--- config.mk ---
export PLATFORM = sky130hd
export DESIGN_NAME = pmfb_ctrl
export DESIGN_NICKNAME = d
export VERILOG_FILES = /design/src/rtl/core/pmfb_pkg.sv /design/src/rtl/core/pmfb_ctrl.sv
export SDC_FILE = /design/constraint.sdc
export NUM_CORES = 1
export LEC_CHECK = 0
export BUFFER_PORTS_ARGS = -buffer_cell sky130_fd_sc_hd__buf_2
export CAP_MARGIN = 40
export CORE_AREA = 2 2 39 41
export DETAILED_ROUTE_END_ITERATION = 8
export DIE_AREA = 0 0 41 43
export GPL_ROUTABILITY_DRIVEN = 0
export PLACE_DENSITY = 0.38
export SLEW_MARGIN = 5
export SYNTH_ARGS = -nofsm -noshare
export SYNTH_HDL_FRONTEND = slang
export SYNTH_SLANG_ARGS = --single-unit
--- constraint.sdc ---
create_clock -name clk -period 1.2 [get_ports clk]
set_input_delay 0.06 -clock clk [delete_from_list [all_inputs] [get_ports clk]]
set_output_delay 0.06 -clock clk [all_outputs]
set_load 0.01 [all_outputs]
--- src/rtl/core/pmfb_pkg.sv ---
// Shared constants, item types and controller interface types of the page framebuffer engine.
package pmfb_pkg;

  localparam int COLUMNS = 128;
  localparam int PAGES   = 8;
  localparam int ROWS    = PAGES * 8;
  localparam int DEPTH   = PAGES * COLUMNS;
  localparam int ADDR_W  = $clog2(DEPTH);

  localparam logic [2:0] OP_POINT = 3'd0;
  localparam logic [2:0] OP_BLIT  = 3'd1;
  localparam logic [2:0] OP_CLEAR = 3'd2;
  localparam logic [2:0] OP_FILL  = 3'd3;
  localparam logic [2:0] OP_READ  = 3'd4;

  localparam logic [3:0] MAX_BITS = 4'd8;
  localparam logic [7:0] BYTE_ONES = 8'hFF;
  localparam logic [7:0] BYTE_ZERO = 8'h00;

  typedef struct packed {
    logic [2:0] operation;
    logic [8:0] column;
    logic [8:0] row;
    logic       color;
    logic [7:0] data_byte;
    logic [3:0] bit_count;
  } in_item_t;

  typedef struct packed {
    logic [7:0] read_data;
    logic       out_of_range;
  } out_item_t;

  // Commands from the controller to the datapath
  typedef struct packed {
    logic accept;
    logic sweep_step;
    logic pix_step;
    logic rd_issue;
    logic out_load;
  } pmfb_cmd_t;

  // Status from the datapath to the controller
  typedef struct packed {
    logic pix_done;
    logic sweep_last;
    logic out_free;
  } pmfb_sts_t;

endpackage

--- src/rtl/core/pmfb_ctrl.sv ---
// Controller state machine: sequences item acceptance, pixel updates, sweeps and reads.
module pmfb_ctrl import pmfb_pkg::*; (
  input  logic       clk,
  input  logic       rst_n,
  input  logic       in_valid,
  input  logic [2:0] operation,
  input  pmfb_sts_t  sts,
  output pmfb_cmd_t  cmd,
  output logic       in_stall
);

  localparam logic [2:0] S_SWEEP = 3'd0;
  localparam logic [2:0] S_IDLE  = 3'd1;
  localparam logic [2:0] S_PIX   = 3'd2;
  localparam logic [2:0] S_READ  = 3'd3;
  localparam logic [2:0] S_RWAIT = 3'd4;

  logic [2:0] state_r;
  logic [2:0] state_nxt;

  // Next state and commands
  always_comb begin
    cmd       = '0;
    state_nxt = state_r;
    unique case (state_r)
      S_SWEEP: begin
        cmd.sweep_step = 1'b1;
        if (sts.sweep_last) begin
          state_nxt = S_IDLE;
        end
      end
      S_IDLE: begin
        if (in_valid) begin
          cmd.accept = 1'b1;
          unique case (operation) inside
            OP_POINT, OP_BLIT: state_nxt = S_PIX;
            OP_CLEAR, OP_FILL: state_nxt = S_SWEEP;
            OP_READ:           state_nxt = S_READ;
            default:           state_nxt = S_IDLE;
          endcase
        end
      end
      S_PIX: begin
        cmd.pix_step = 1'b1;
        if (sts.pix_done) begin
          state_nxt = S_IDLE;
        end
      end
      S_READ: begin
        cmd.rd_issue = 1'b1;
        state_nxt    = S_RWAIT;
      end
      S_RWAIT: begin
        if (sts.out_free) begin
          cmd.out_load = 1'b1;
          state_nxt    = S_IDLE;
        end
      end
      default: state_nxt = S_IDLE;
    endcase
  end

  // State register; reset enters the clearing pass
  always_ff @(posedge clk) begin
    if (!rst_n) begin
      state_r <= S_SWEEP;
    end else begin
      state_r <= state_nxt;
    end
  end

  assign in_stall = (state_r != S_IDLE);

endmodule

==> impl_results.md <==
* GRT Total Usage at between 8 and 9%
* 1st-iter DRT viols at 3
* Drt wl/cell at a little under 10 um
* Fillers at approximately 170
* CTS tree: built
* Crit start category: flop
* Hold WS at approximately 86 ps
* DRC Markers at 0
* Root Driver: clkbuf_4
* Total CTS buffers at 3
* Die width at between 40 and 50 um
* Chip height at about 43 um
* R2r worst-path depth at 3
* Critical path class: flop to flop
* Largest reg by FF count: state_r
* Antenna-violating nets left at 0
* Pwr per Cell Area at 1020 nW/um2
* Clock transition at path regs at ~40 ps
* Achievable frequency at 864 MHz
* Initial antenna violation count at 0
* Library cells used by synthesis at 18
* Final HPWL DP at 454 um
* Outcome: completed
* Yosys warns at 0
* Layout cells sized above 1 at ~56%
* Tot Pwr at between 0.0003 and 0.0004 W
* Mapped Cells at 26
* Post-Syn Nets at 35
* Mapped Area at roughly 220 um2
* Post-route design area at 352 um2
* Antenna diodes at 0
* Die ar. at roughly 1800 um2
* Final Cycle Share at a little over nine tenths
* First-pass GRT wire length at 966 um
* Max clock buf depth at 2
* Peak supply drop at ~550 uV
* Biggest regs: state_r x3
* Worst min-delay path class: primary input to flop
* Final net count at 55
* Dpl cell area at slightly above 300 um2
* Standard-cell row count at 14
* Commonest non-fill, non-tap cell in the layout: buf_2
* Register Area at 66.3 um2
* Buffers on Ports at 14
* Core area at approximately 1400 um2
* Post-Route Setup TNS at 0 ps
* Routed vias/inst at around 4.1
* Vias in the first global route at ~230
* Skew final at about 1.8 ps
* Via count at around 250
* WHS Path Cells at 2
* Max-slew violations at 0
* Pleak at roughly 0.18 nW
* Non-Filler Instances at 61
* Crit path arrival time at ~1300 ps
* Router iterations before antenna repair at 2
* Ports at 15
* Synth Register Bits at 3
* Layout area overhead at 63.4%
* Worst Setup End Kind: flop
* Placed cell count at 57
* Fin crit period at 1160 ps
* Mean post-synth cell area at ~8.3 um2
* Slew HR at between 80 and 90%
* Seq/Total Area, Yosys at ~28%
* CP Data Required Time at between 1000 and 1500 ps
* Area of the multi-input gates at approximately 150 um2
* Worst-margin pin slew at between 150 and 200 ps
* Setup-failing EPs final at 0
* Fin. Hold Viols at 0
* H-tree Lvls at 1
* Insertion delay to the later sink of the worst-skew pair at ~230 ps
* RSZ-0062 raised after global routing: true
* Max FFs per register at 3
* Total wire length at 594 um
* Largest net degree at the start of global routing at 9
* Starting Density at 15.6%
* Most frequent cells in the layout: buf_2, nand2_1, clkbuf_4
* GRT overflow at 0
* Max-Cap Viols at 0
* Critical path fanouts, max at 8
* CTS Sinks at 3
## synthesized netlist by cell type (all sizes together)
cell type / n / area (um2)
and3b: 1 / 8.76
nor3b: 1 / 7.51
dfxtp: 3 / 60.1
inv: 1 / 3.75
and4bb: 1 / 12.5
and3: 2 / 12.5
a2bb2oi: 1 / 8.76
nand3b: 2 / 15.0
a41o: 1 / 10.0
a21boi: 1 / 7.51
nor2: 2 / 7.51
nor3: 1 / 5.00
nand2: 3 / 11.3
nand2b: 3 / 21.3
buf: 1 / 11.3
or3: 1 / 6.26
nor2b: 1 / 6.26
## logic make-up (layout without fill, tap and decap cells)
kind of cell / after synthesis / count (layout) / share of synthesized area, %
AOI/OAI and AO/OA: 3 / 3 / 12.2
buffers and inverters: 2 / 21 / 6.97
DFF: 3 / 3 / 27.9
and+or+nand+nor: 18 / 18 / 52.9
## timing repair
| item | in CTS | in global routing |
|---|---|---|
| setup endpoints to repair | 2 | 3 |
| setup buffers | 0 | 0 |
| gates resized for setup | 2 | 5 |
| hold buffers | 0 | 0 |
## metrics by stage
stage	setup WS [ps]	utilization [%]
after floorplan	58.8	-
after global placement	47.0	22.3
after detailed placement	34.9	22.3
after CTS	13.2	24.5
after global routing	-14.2	25.4
final	43.2	25.4
## path summary, 6_finish.rpt
check / from / endpoint / slack, ps
worst max-delay path: state_r[0] / state_r[0] / 40
worst min-delay path: rst_n / state_r[0] / 90
worst max register to register: state_r[0] / state_r[0] / 40
worst min register to register: state_r[2] / state_r[1] / 520
## area by class of cell
| type | instances | share of cell area [%] |
|---|---|---|
| clock buffer | 4 | 7.47 |
| inverter | 1 | 1.07 |
| multi-input combinational | 21 | 42.7 |
| sequential | 3 | 18.9 |
| tap | 16 | 5.69 |
| timing repair buffer | 16 | 24.2 |
## metal layers
layer	vias up	GRT usage, %	part of all wire (%)
li1	131	-	-
met1	111	10.5	48
met2	7	10.6	46
met3	0	6.28	5.1
met4	0	2.00	0
met5	-	0	0
## critical path, stage by stage, from the launching register on
cell     delay (ps)
dfxtp_4         360
or3_1           350
a41o_1          180
and3_1          160
## power by group
group | internal (W) | total [W] | switching, W
logic | 0.0000414 | 0.0000688 | 0.0000275
clock network | 0.000125 | 0.000177 | 0.0000526
registers | 0.000105 | 0.000113 | 0.00000789
total | 0.000271 | 0.000359 | 0.0000879
Note: power is estimated with default switching activity, not from simulation.
